### src/rtl/selective_repeat_sender_window_macros.svh
// Assertion shorthands used by the RTL controller. All checks run on the rising
// edge of clock and are held off while reset is high.
`ifndef SELECTIVE_REPEAT_SENDER_WINDOW_MACROS_SVH
`define SELECTIVE_REPEAT_SENDER_WINDOW_MACROS_SVH

// Same-cycle implication.
`define SRSW_ASSERT_IMP(name, ante, cons) \
   name: assert property (@(posedge clock) disable iff (reset) (ante) |-> (cons)) \
      else $error("sender window check failed");

// Next-cycle implication.
`define SRSW_ASSERT_NEXT(name, ante, cons) \
   name: assert property (@(posedge clock) disable iff (reset) (ante) |=> (cons)) \
      else $error("sender window check failed");

`endif

### src/rtl/srsw_pkg.sv
package srsw_pkg;

   // Built defaults of the top-level parameters.
   localparam int WINDOW_MAX_DEFAULT = 16;
   localparam int FRAME_BITS_DEFAULT = 16;

   // Fixed field widths.
   localparam int FRAME_W = 16;
   localparam int COUNT_W = 32;
   localparam int TOTAL_W = 16;
   localparam int WIN_W   = 5;
   localparam int NEXT_W  = 17;
   localparam int KIND_W  = 2;
   localparam int CSR_IDX_W  = 1;
   localparam int CSR_DATA_W = 16;

   localparam logic [NEXT_W-1:0]  NEXT_MAX  = '1;
   localparam logic [COUNT_W-1:0] COUNT_MAX = '1;
   localparam logic [WIN_W-1:0]   WINDOW_RESET = WIN_W'(4);

   // Register indexes of the configuration port.
   localparam logic [CSR_IDX_W-1:0] CSR_TOTAL_FRAMES = 1'b0;
   localparam logic [CSR_IDX_W-1:0] CSR_WINDOW_SIZE  = 1'b1;

   // Result kinds.
   localparam logic [KIND_W-1:0] KIND_SENT  = 2'd0;
   localparam logic [KIND_W-1:0] KIND_OFFER = 2'd1;
   localparam logic [KIND_W-1:0] KIND_DONE  = 2'd2;

   // One result item as produced by the sequencer.
   typedef struct packed {
      logic                valid;
      logic [KIND_W-1:0]   kind;
      logic [FRAME_W-1:0]  frame;
      logic [COUNT_W-1:0]  count;
      logic                last;
   } rsp_item_type;

   // Commands to the slot occupancy flags.
   typedef struct packed {
      logic clear_all;
      logic set;
      logic clr;
   } flag_cmd_type;

endpackage

### src/rtl/srsw_ram.sv
module srsw_ram #(
   parameter int WIDTH = 16,
   parameter int DEPTH = 16,
   localparam int ADDR_W = (DEPTH > 1) ? $clog2(DEPTH) : 1
) (
   input  logic                    clock,
   input  logic                    wr_en,
   input  logic [ADDR_W-1:0]       wr_addr,
   input  logic [WIDTH-1:0]        wr_data,
   input  logic [ADDR_W-1:0]       rd_addr,
   output logic [WIDTH-1:0]        rd_data
);

   logic [WIDTH-1:0] mem_ff [DEPTH];

   always_ff @(posedge clock) begin
      if (wr_en) begin
         mem_ff[wr_addr] <= wr_data;
      end
      rd_data <= mem_ff[rd_addr];
   end

endmodule

### src/rtl/srsw_flags.sv
module srsw_flags
   import srsw_pkg::*;
#(
   parameter int DEPTH = WINDOW_MAX_DEFAULT,
   localparam int IDX_W = (DEPTH > 1) ? $clog2(DEPTH) : 1
) (
   input  logic               clock,
   input  logic               reset,
   input  flag_cmd_type       cmd,
   input  logic [IDX_W-1:0]   wr_idx,
   input  logic [IDX_W-1:0]   rd_idx,
   output logic               rd_full
);

   logic [DEPTH-1:0] full_ff;
   logic [DEPTH-1:0] full_in;

   // Clearing the whole window wins over a single-slot update.
   always_comb begin
      full_in = full_ff;
      if (cmd.clear_all) begin
         full_in = '0;
      end else if (cmd.set) begin
         full_in[wr_idx] = 1'b1;
      end else if (cmd.clr) begin
         full_in[wr_idx] = 1'b0;
      end
   end

   always_ff @(posedge clock) begin
      if (reset) begin
         full_ff <= '0;
      end else begin
         full_ff <= full_in;
      end
   end

   assign rd_full = full_ff[rd_idx];

endmodule

### src/rtl/srsw_ctrl.sv
`include "selective_repeat_sender_window_macros.svh"

module srsw_ctrl
   import srsw_pkg::*;
#(
   parameter int WINDOW_MAX = WINDOW_MAX_DEFAULT,
   parameter int FRAME_BITS = FRAME_BITS_DEFAULT,
   localparam int PTR_W = (WINDOW_MAX > 1) ? $clog2(WINDOW_MAX) : 1
) (
   input  logic                   clock,
   input  logic                   reset,
   input  logic                   req_valid,
   output logic                   req_ready,
   input  logic                   req_func,
   input  logic                   req_ack,
   input  logic [TOTAL_W-1:0]     total,
   input  logic [WIN_W-1:0]       window,
   input  logic                   emit_ok,
   output rsp_item_type           emit,
   output flag_cmd_type           flag_cmd,
   output logic [PTR_W-1:0]       flag_idx,
   output logic [PTR_W-1:0]       rd_idx,
   input  logic                   rd_full,
   output logic                   ram_we,
   output logic [PTR_W-1:0]       ram_waddr,
   output logic [FRAME_BITS-1:0]  ram_wdata,
   input  logic [FRAME_BITS-1:0]  ram_rdata
);

   localparam int WS_W  = $clog2(WINDOW_MAX + 1);

   typedef enum logic [2:0] {
      ST_IDLE,
      ST_LOAD,
      ST_WRAP,
      ST_ACK,
      ST_SEEK,
      ST_OFFER
   } state_type;

   state_type            state_ff;
   logic                 active_ff;
   logic                 ack_ff;
   logic [PTR_W-1:0]     ptr_ff;
   logic [PTR_W-1:0]     k_ff;
   logic [WS_W-1:0]      load_ff;
   logic [NEXT_W-1:0]    next_ff;
   logic [COUNT_W-1:0]   count_ff;

   logic [WS_W-1:0]      ws;
   logic [WS_W-1:0]      ptr_ext;
   logic [WS_W-1:0]      ptr_inc;
   logic [PTR_W-1:0]     ptr_wrap;
   logic                 ptr_ge;
   logic [PTR_W-1:0]     ptr_sub;
   logic                 load_more;
   logic                 next_lt_total;
   logic                 hit_ack;
   logic                 seek_last;
   logic [COUNT_W-1:0]   count_inc;
   logic [NEXT_W-1:0]    next_inc;
   logic                 emit_taken;
   logic                 walk_state;

   // Window size in use: zero acts as one, large values clamp to the build.
   always_comb begin
      if (window == '0) begin
         ws = WS_W'(1);
      end else if (32'(window) > WINDOW_MAX) begin
         ws = WS_W'(WINDOW_MAX);
      end else begin
         ws = WS_W'(window);
      end
   end

   // Shared pointer unit: one compare-subtract and one wrap-increment.
   assign ptr_ext  = WS_W'(ptr_ff);
   assign ptr_ge   = (ptr_ext >= ws);
   assign ptr_sub  = PTR_W'(ptr_ext - ws);
   assign ptr_inc  = ptr_ext + WS_W'(1);
   assign ptr_wrap = (ptr_inc == ws) ? '0 : PTR_W'(ptr_inc);

   assign load_more     = (load_ff < ws) && (32'(load_ff) < 32'(total));
   assign next_lt_total = (next_ff < NEXT_W'(total));
   assign hit_ack       = rd_full && ack_ff;
   assign seek_last     = (WS_W'(k_ff) == (ws - WS_W'(1)));
   assign count_inc     = (count_ff != COUNT_MAX) ? count_ff + COUNT_W'(1) : count_ff;
   assign next_inc      = (next_ff != NEXT_MAX) ? next_ff + NEXT_W'(1) : next_ff;

   assign req_ready = (state_ff == ST_IDLE);
   assign rd_idx    = ptr_ff;

   always_comb begin
      emit       = '0;
      emit.count = count_ff;
      flag_cmd   = '0;
      flag_idx   = ptr_ff;
      ram_we     = 1'b0;
      ram_waddr  = ptr_ff;
      ram_wdata  = FRAME_BITS'(next_ff);
      case (state_ff)
         ST_IDLE: begin
            flag_cmd.clear_all = req_valid && !req_func;
         end
         ST_LOAD: begin
            if (load_more) begin
               emit.valid   = 1'b1;
               emit.kind    = KIND_SENT;
               emit.frame   = FRAME_W'(FRAME_BITS'(32'(load_ff)));
               ram_we       = emit_ok;
               ram_waddr    = PTR_W'(load_ff);
               ram_wdata    = FRAME_BITS'(32'(load_ff));
               flag_cmd.set = emit_ok;
               flag_idx     = PTR_W'(load_ff);
            end
         end
         ST_ACK: begin
            if (hit_ack) begin
               if (next_lt_total) begin
                  emit.valid = 1'b1;
                  emit.kind  = KIND_SENT;
                  emit.frame = FRAME_W'(FRAME_BITS'(next_ff));
                  ram_we     = emit_ok;
               end else begin
                  flag_cmd.clr = 1'b1;
               end
            end
         end
         ST_SEEK: begin
            if (!rd_full && seek_last) begin
               emit.valid = 1'b1;
               emit.kind  = KIND_DONE;
               emit.last  = 1'b1;
            end
         end
         ST_OFFER: begin
            emit.valid = 1'b1;
            emit.kind  = KIND_OFFER;
            emit.frame = FRAME_W'(ram_rdata);
            emit.last  = 1'b1;
         end
         default: begin
         end
      endcase
   end

   always_ff @(posedge clock) begin
      if (reset) begin
         state_ff  <= ST_IDLE;
         active_ff <= 1'b0;
         ack_ff    <= 1'b0;
         ptr_ff    <= '0;
         k_ff      <= '0;
         load_ff   <= '0;
         next_ff   <= '0;
         count_ff  <= '0;
      end else begin
         case (state_ff)
            ST_IDLE: begin
               if (req_valid) begin
                  if (!req_func) begin
                     ptr_ff    <= '0;
                     count_ff  <= '0;
                     active_ff <= 1'b1;
                     load_ff   <= '0;
                     next_ff   <= NEXT_W'(ws);
                     state_ff  <= ST_LOAD;
                  end else if (active_ff) begin
                     count_ff <= count_inc;
                     ack_ff   <= req_ack;
                     state_ff <= ST_WRAP;
                  end
               end
            end
            ST_LOAD: begin
               if (load_more) begin
                  if (emit_ok) begin
                     load_ff <= load_ff + WS_W'(1);
                  end
               end else begin
                  k_ff     <= '0;
                  state_ff <= ST_SEEK;
               end
            end
            ST_WRAP: begin
               if (ptr_ge) begin
                  ptr_ff <= ptr_sub;
               end else begin
                  state_ff <= ST_ACK;
               end
            end
            ST_ACK: begin
               if (!(hit_ack && next_lt_total && !emit_ok)) begin
                  if (hit_ack) begin
                     next_ff <= next_inc;
                  end
                  ptr_ff   <= ptr_wrap;
                  k_ff     <= '0;
                  state_ff <= ST_SEEK;
               end
            end
            ST_SEEK: begin
               if (rd_full) begin
                  state_ff <= ST_OFFER;
               end else if (seek_last) begin
                  if (emit_ok) begin
                     active_ff <= 1'b0;
                     state_ff  <= ST_IDLE;
                  end
               end else begin
                  ptr_ff <= ptr_wrap;
                  k_ff   <= k_ff + PTR_W'(1);
               end
            end
            ST_OFFER: begin
               if (emit_ok) begin
                  state_ff <= ST_IDLE;
               end
            end
            default: begin
               state_ff <= ST_IDLE;
            end
         endcase
      end
   end

   // A result is taken into the output register, and the pointer must lie
   // inside the window in the states that use it.
   assign emit_taken = emit.valid && emit_ok;
   assign walk_state = (state_ff == ST_ACK) || (state_ff == ST_SEEK) || (state_ff == ST_OFFER);

   `SRSW_ASSERT_NEXT(a_last_returns_idle, emit_taken && emit.last, state_ff == ST_IDLE)
   `SRSW_ASSERT_NEXT(a_done_ends_session, emit_taken && (emit.kind == KIND_DONE), !active_ff)
   `SRSW_ASSERT_IMP(a_seek_bounded, state_ff == ST_SEEK, WS_W'(k_ff) < ws)
   `SRSW_ASSERT_IMP(a_ptr_in_window, walk_state, ptr_ext < ws)
   `SRSW_ASSERT_IMP(a_offer_slot_full, state_ff == ST_OFFER, rd_full)

endmodule

### src/rtl/selective_repeat_sender_window.sv
// Sender window of a selective-repeat ARQ link. Write total_frames (register 0)
// and window_size (register 1, 0 acts as 1, values above WINDOW_MAX clamp) while
// the block is idle. A start item (req_tuser = 0) clears the window, loads
// frames 0 upward into the slots, reports each one as sent, and then offers the
// first outstanding frame, or reports done when no frame was loaded. Each
// response item (req_tuser = 1, req_tdata[0] = 1 for received, 0 for lost)
// counts one transmission; a received frame's slot is refilled with the next
// new frame, reported as sent, or emptied once all frames are used, and a lost
// frame stays in its slot for a later retry. The offer pointer then moves
// round-robin to the next occupied slot and offers its frame, or reports done
// with the transmission count when no slot is occupied. Responses outside a
// session are dropped without any result. The last result of every item
// carries rsp_tlast. One item is handled at a time. A start item passes
// through a load step per frame loaded and then the search; a response passes
// through the wrap step, which subtracts the window size while the pointer
// lies outside a shrunk window, then the acknowledge step and the search.
// The search walks the slots one per cycle through a single shared pointer
// compare and increment unit. Frame numbers come from a registered-read slot
// memory, so a slot that the search finds occupied is offered from the offer
// state that follows. Results wait in an output register, so a stalled result
// holds the sequencer only when it has another result to give.
module selective_repeat_sender_window
   import srsw_pkg::*;
#(
   parameter int WINDOW_MAX = WINDOW_MAX_DEFAULT,
   parameter int FRAME_BITS = FRAME_BITS_DEFAULT
) (
   input  logic                   clock,
   input  logic                   reset,
   // Item input channel.
   input  logic                   req_tvalid,
   output logic                   req_tready,
   input  logic [7:0]             req_tdata,   // [0] acknowledged, [7:1] zero
   input  logic                   req_tuser,   // [0] func
   // Result channel.
   output logic                   rsp_tvalid,
   input  logic                   rsp_tready,
   output logic [47:0]            rsp_tdata,   // [15:0] frame_number, [47:16] transmission_count
   output logic [KIND_W-1:0]      rsp_tuser,   // [1:0] kind
   output logic                   rsp_tlast,
   // Configuration write port.
   input  logic                   csr_we,
   input  logic [CSR_IDX_W-1:0]   csr_index,
   input  logic [CSR_DATA_W-1:0]  csr_wdata
);

   localparam int PTR_W = (WINDOW_MAX > 1) ? $clog2(WINDOW_MAX) : 1;

   // Configuration registers.
   logic [TOTAL_W-1:0] total_ff;
   logic [WIN_W-1:0]   window_ff;

   always_ff @(posedge clock) begin
      if (reset) begin
         total_ff  <= '0;
         window_ff <= WINDOW_RESET;
      end else if (csr_we) begin
         case (csr_index)
            CSR_TOTAL_FRAMES: total_ff  <= TOTAL_W'(csr_wdata);
            CSR_WINDOW_SIZE:  window_ff <= csr_wdata[WIN_W-1:0];
            default: begin
            end
         endcase
      end
   end

   rsp_item_type          emit;
   logic                  emit_ok;
   flag_cmd_type          flag_cmd;
   logic [PTR_W-1:0]      flag_idx;
   logic [PTR_W-1:0]      rd_idx;
   logic                  rd_full;
   logic                  ram_we;
   logic [PTR_W-1:0]      ram_waddr;
   logic [FRAME_BITS-1:0] ram_wdata;
   logic [FRAME_BITS-1:0] ram_rdata;

   srsw_ctrl #(
      .WINDOW_MAX (WINDOW_MAX),
      .FRAME_BITS (FRAME_BITS)
   ) u_ctrl (
      .clock     (clock),
      .reset     (reset),
      .req_valid (req_tvalid),
      .req_ready (req_tready),
      .req_func  (req_tuser),
      .req_ack   (req_tdata[0]),
      .total     (total_ff),
      .window    (window_ff),
      .emit_ok   (emit_ok),
      .emit      (emit),
      .flag_cmd  (flag_cmd),
      .flag_idx  (flag_idx),
      .rd_idx    (rd_idx),
      .rd_full   (rd_full),
      .ram_we    (ram_we),
      .ram_waddr (ram_waddr),
      .ram_wdata (ram_wdata),
      .ram_rdata (ram_rdata)
   );

   // Occupancy of each window slot.
   srsw_flags #(
      .DEPTH (WINDOW_MAX)
   ) u_flags (
      .clock   (clock),
      .reset   (reset),
      .cmd     (flag_cmd),
      .wr_idx  (flag_idx),
      .rd_idx  (rd_idx),
      .rd_full (rd_full)
   );

   // Frame number held by each slot; its read data is used only while the slot is occupied.
   srsw_ram #(
      .WIDTH (FRAME_BITS),
      .DEPTH (WINDOW_MAX)
   ) u_slot_ram (
      .clock   (clock),
      .wr_en   (ram_we),
      .wr_addr (ram_waddr),
      .wr_data (ram_wdata),
      .rd_addr (rd_idx),
      .rd_data (ram_rdata)
   );

   // Output register: it takes a new result whenever it is empty or being read.
   logic                rsp_valid_ff;
   logic [KIND_W-1:0]   rsp_kind_ff;
   logic [FRAME_W-1:0]  rsp_frame_ff;
   logic [COUNT_W-1:0]  rsp_count_ff;
   logic                rsp_last_ff;

   assign emit_ok = !rsp_valid_ff || rsp_tready;

   always_ff @(posedge clock) begin
      if (reset) begin
         rsp_valid_ff <= 1'b0;
      end else if (emit_ok) begin
         rsp_valid_ff <= emit.valid;
      end
   end

   always_ff @(posedge clock) begin
      if (emit_ok && emit.valid) begin
         rsp_kind_ff  <= emit.kind;
         rsp_frame_ff <= emit.frame;
         rsp_count_ff <= emit.count;
         rsp_last_ff  <= emit.last;
      end
   end

   assign rsp_tvalid = rsp_valid_ff;
   assign rsp_tdata  = {rsp_count_ff, rsp_frame_ff};
   assign rsp_tuser  = rsp_kind_ff;
   assign rsp_tlast  = rsp_last_ff;

endmodule

### config.mk
export PLATFORM = sky130hd
export DESIGN_NAME = selective_repeat_sender_window
export DESIGN_NICKNAME = d
export VERILOG_FILES = /design/src/rtl/srsw_pkg.sv /design/src/rtl/srsw_ram.sv /design/src/rtl/srsw_flags.sv /design/src/rtl/srsw_ctrl.sv /design/src/rtl/selective_repeat_sender_window.sv
export VERILOG_INCLUDE_DIRS = /design/src /design/src/rtl
export SDC_FILE = /design/constraint.sdc
export NUM_CORES = 1
export LEC_CHECK = 0
export ABC_AREA = 1
export BUFFER_PORTS_ARGS = -buffer_cell sky130_fd_sc_hd__buf_2
export CAP_MARGIN = 40
export CORE_MARGIN = 2
export CORE_UTILIZATION = 35
export CTS_CLUSTER_SIZE = 8
export DETAILED_ROUTE_END_ITERATION = 8
export GPL_ROUTABILITY_DRIVEN = 0
export PLACE_DENSITY = 0.48
export SLEW_MARGIN = 20
export SYNTH_ARGS = -nofsm -noshare
export SYNTH_HDL_FRONTEND = slang
export SYNTH_SLANG_ARGS = --single-unit
### constraint.sdc
create_clock -name clock -period 8.15 [get_ports clock]
set_input_delay 0 -clock clock [delete_from_list [all_inputs] [get_ports clock]]
set_output_delay 0 -clock clock [all_outputs]
set_load 0.03 [all_outputs]
==> results.md <==
* Run status: completed
* Clock insertion delay at the later pin of the skew report at approximately 0.65 ns
* Core area at around 0.053 mm2
* Largest net degree at the start of global routing at 86
* Final Max Tran Viols at 0
* Area Growth Syn to Fin at 18.3%
* Initial antenna violation count at 0
* WS Path Type: flop to flop
* Seq/Total Area, Yosys at 62.1%
* Fillers at 5,134
* Layout Cells excl Fill at about 2,700
* Remaining global-route overflow at 0
* Antenna Nets Post-Route at 0
* Critical path arrival at 4.48 ns
* Worst setup EP type: flop
* Critical Path Source: u_ctrl.rd_idx[2]
* Root Driver: clkbuf_16
* CTS Buf Count at between 50 and 60
* RSZ-0062 raised after global routing: false
* Syn_nets at approximately 1,900
* Power per standard cell area at about 300 mW/mm2
* Mean routed wirelength per cell at 19.0 um
* I/O Pins at 84
* Clock Pin Slew Worst Setup and Hold Paths at around 0.050 ns
* Max-Cap Viols at 0
* Pleak at 0.00807 uW
* Postcts setup bufs at 0
* DR pass1 iterations at 5
* Drt first-iter violations at roughly 800
* Std-Cell Rows at 84
* Yosys cell types at 47
* Die width at ~240 um
* Total negative setup slack at 0 ns
* Dpl ws at 3.84 ns
* VDD IR max at 0.000180 V
* Critical hold path startpoint: rsp_tready
* CP Max Fanout at 34
* Period utilisation layout at between 50% and 60%
* Register area at about 0.012 mm2
* Flop pwr share at between 40% and 50%
* F_max at around 0.24 GHz
* Final setup fails at 0
* Port bufs at 76
* Fin worst setup slack at 3.92 ns
* DRC Markers at 0
* Relative slew slack at around 44%
* Global-route wire length before repair at 79,800 um
* Mapped Area at 0.0187 mm2
* Number of diodes at 0
* GRT Util Overall at 18.5%
* Routed WL at ~52,000 um
* Die area at ~0.055 mm2
* Die H at around 240 um
* Final Skew at approximately 0.056 ns
* Switching share of total power at around 34%
* Clock Power Share at a little over a third
* Via Count at about 14,000
* Syn_area_per_cell at 10.1 um2
* Slew @ Worst Pin at 0.832 ns
* Layout cell share with drive strength beyond 1 at 12.8%
* Worst R2R Start: u_ctrl.rd_idx[2]
* Post-route cell area at 0.0222 mm2
* Placed insts at about 2,600
* Gate power share at between 20% and 30%
* Initial Utilization at 35.5%
* Post-DP HPWL at about 32,000 um
* Seq cells post-synth at between 400 and 500
* Critical Path RT at roughly 8.4 ns
* Post-layout util at between 40% and 50%
* H-tree depth at 2
* Vias per std cell at roughly 5
* Post-route minimum period at ~4.2 ns
* Clock tree buffer depth at 3
* NetSw at ~2200 uW
* Vias in the first global route at 13,400
* Hold Fails Final Rpt at 0
* Placed cell area at around 0.020 mm2
* Worst hold path class: input port to flop
* Final Net Count at 2,056
* Ys Warns at 0
* CTS tree: yes
* Clock Sinks at around 430
* Post-Syn Instances at 1,853
* Area of the multi-input gates at roughly 0.0063 mm2
* Internal power at between 4000 and 5000 uW
* Startpoint Class: flop
[flip-flops by register name (all words and copies together), names as in the netlist, named ones only]
register / cells
u_ctrl.rd_idx: 4
u_ctrl.ack_ff: 1
u_ctrl.k_ff: 4
window_ff: 5
total_ff: 16
u_ctrl.load_ff: 5
rsp_tvalid: 1
u_slot_ram.mem_ff: 256
rsp_tuser: 2
rsp_frame_ff: 16
u_slot_ram.rd_data: 16
u_ctrl.active_ff: 1
u_ctrl.count_ff: 32
rsp_count_ff: 32
u_ctrl.next_ff: 17
u_ctrl.state_ff: 3
rsp_tlast: 1
[worst max-delay path: stages (launching register included)]
cell     delay, ns
dfxtp_1       0.58
buf_4         0.37
nor2_2        0.51
buf_4         0.35
nand2_1       0.11
nand2_1       0.07
inv_1         0.06
nand2_4       0.11
nand3_2       0.10
nor2_4        0.19
inv_2         0.19
nand2_2       0.14
nor2_1        0.09
nor2_4        0.47
buf_4         0.50
[stage by stage]
stage               power, uW  hold slack (ns)
floorplan                3740            0.130
global placement         4220            0.249
detailed placement       4240            0.250
CTS                      6560           0.0243
global route             6840            0.128
finish                   6490           0.0617
[timing repair]
action | CTS | global route
hold buffers | 32 | 0
endpoints found under the hold margin | 50 | 0
gates resized for setup | 0 | 0
[cell usage after synthesis (all sizes together)]
master / count / share of area [%]
buf: 20 / 0.70
clkinv: 2 / 0.040
nand3b: 3 / 0.12
a31oi: 2 / 0.067
xnor2: 9 / 0.42
a2bb2oi: 1 / 0.047
nor3b: 2 / 0.080
dfxtp: 121 / 13
nor2: 282 / 6.0
o2111a: 1 / 0.060
fa: 1 / 0.11
o21ai: 201 / 5.4
a21boi: 1 / 0.040
nand2: 259 / 5.5
clkbuf: 59 / 1.2
or2: 2 / 0.067
xor2: 25 / 1.2
nand4: 37 / 1.2
a211oi: 4 / 0.16
edfxtp: 307 / 49
ha: 34 / 2.3
o21a: 3 / 0.12
o21bai: 1 / 0.040
nor3: 48 / 1.3
nand3: 108 / 3.0
inv: 137 / 2.7
a21oi: 95 / 2.7
o221ai: 23 / 1.1
o211ai: 12 / 0.48
a31o: 1 / 0.047
a22oi: 4 / 0.16
o22ai: 41 / 1.4
nor4: 7 / 0.23
[routing by layer]
layer	vias up	part of all wire, %	track usage, %
met2	287	46	29.9
li1	6792	-	-
met4	0	1.9	5.00
met5	-	0	0
met3	65	4.1	2.87
met1	6790	48	25.8
[power by group through the flow]
stage               Combinational [uW]  Clock [uW]  Sequential (uW)
floorplan                          995           0             2740
global placement                  1530           0             2680
detailed placement                1550           0             2690
CTS                               1570        2340             2640
global route                      1740        2440             2660
finish                            1570        2280             2650
[worst paths after layout]
path	end	slack [ns]	cells after the start
max	rsp_count_ff[15]	3.92	14
min	u_ctrl.state_ff[0]	0.06	6
max reg2reg	rsp_count_ff[15]	3.92	14
min reg2reg	rsp_count_ff[16]	0.45	0
[cells by family after synthesis]
| logic type | after synthesis | synth area share (%) |
|---|---|---|
| compound gates | 390 | 11.7 |
| xor+xnor | 34 | 1.59 |
| fa+ha+maj | 35 | 2.38 |
| buf+inv | 218 | 4.67 |
| flops | 428 | 62.1 |
| simple gates | 748 | 17.5 |
[layout by cell type (no fill, tap or decap), types with 11 or more instances in the layout]
master / n
nand2_1: 245
o22ai_1: 41
edfxtp_1: 307
o21ai_0: 197
inv_2: 16
a21oi_1: 93
nor3_2: 17
dlygate4sd3_1: 32
nor2_1: 266
nor3_1: 31
buf_4: 43
o221ai_1: 23
ha_1: 34
inv_1: 120
clkbuf_16: 59
nand3_1: 105
nand4_1: 37
o211ai_1: 12
clkbuf_1: 41
xor2_1: 25
buf_2: 76
nand2_2: 11
dfxtp_1: 119
[area by class of cell]
type | count | area share, %
Sequential cell | 428 | 52.5
Multi-Input combinational cell | 1207 | 28.5
Clock buffer | 101 | 7.41
Timing Repair Buffer | 155 | 4.96
Tap cell | 688 | 3.88
Inverter | 139 | 2.36
Clock inverter | 3 | 0.406
No activity file was read; power rests on OpenSTA's default activity.
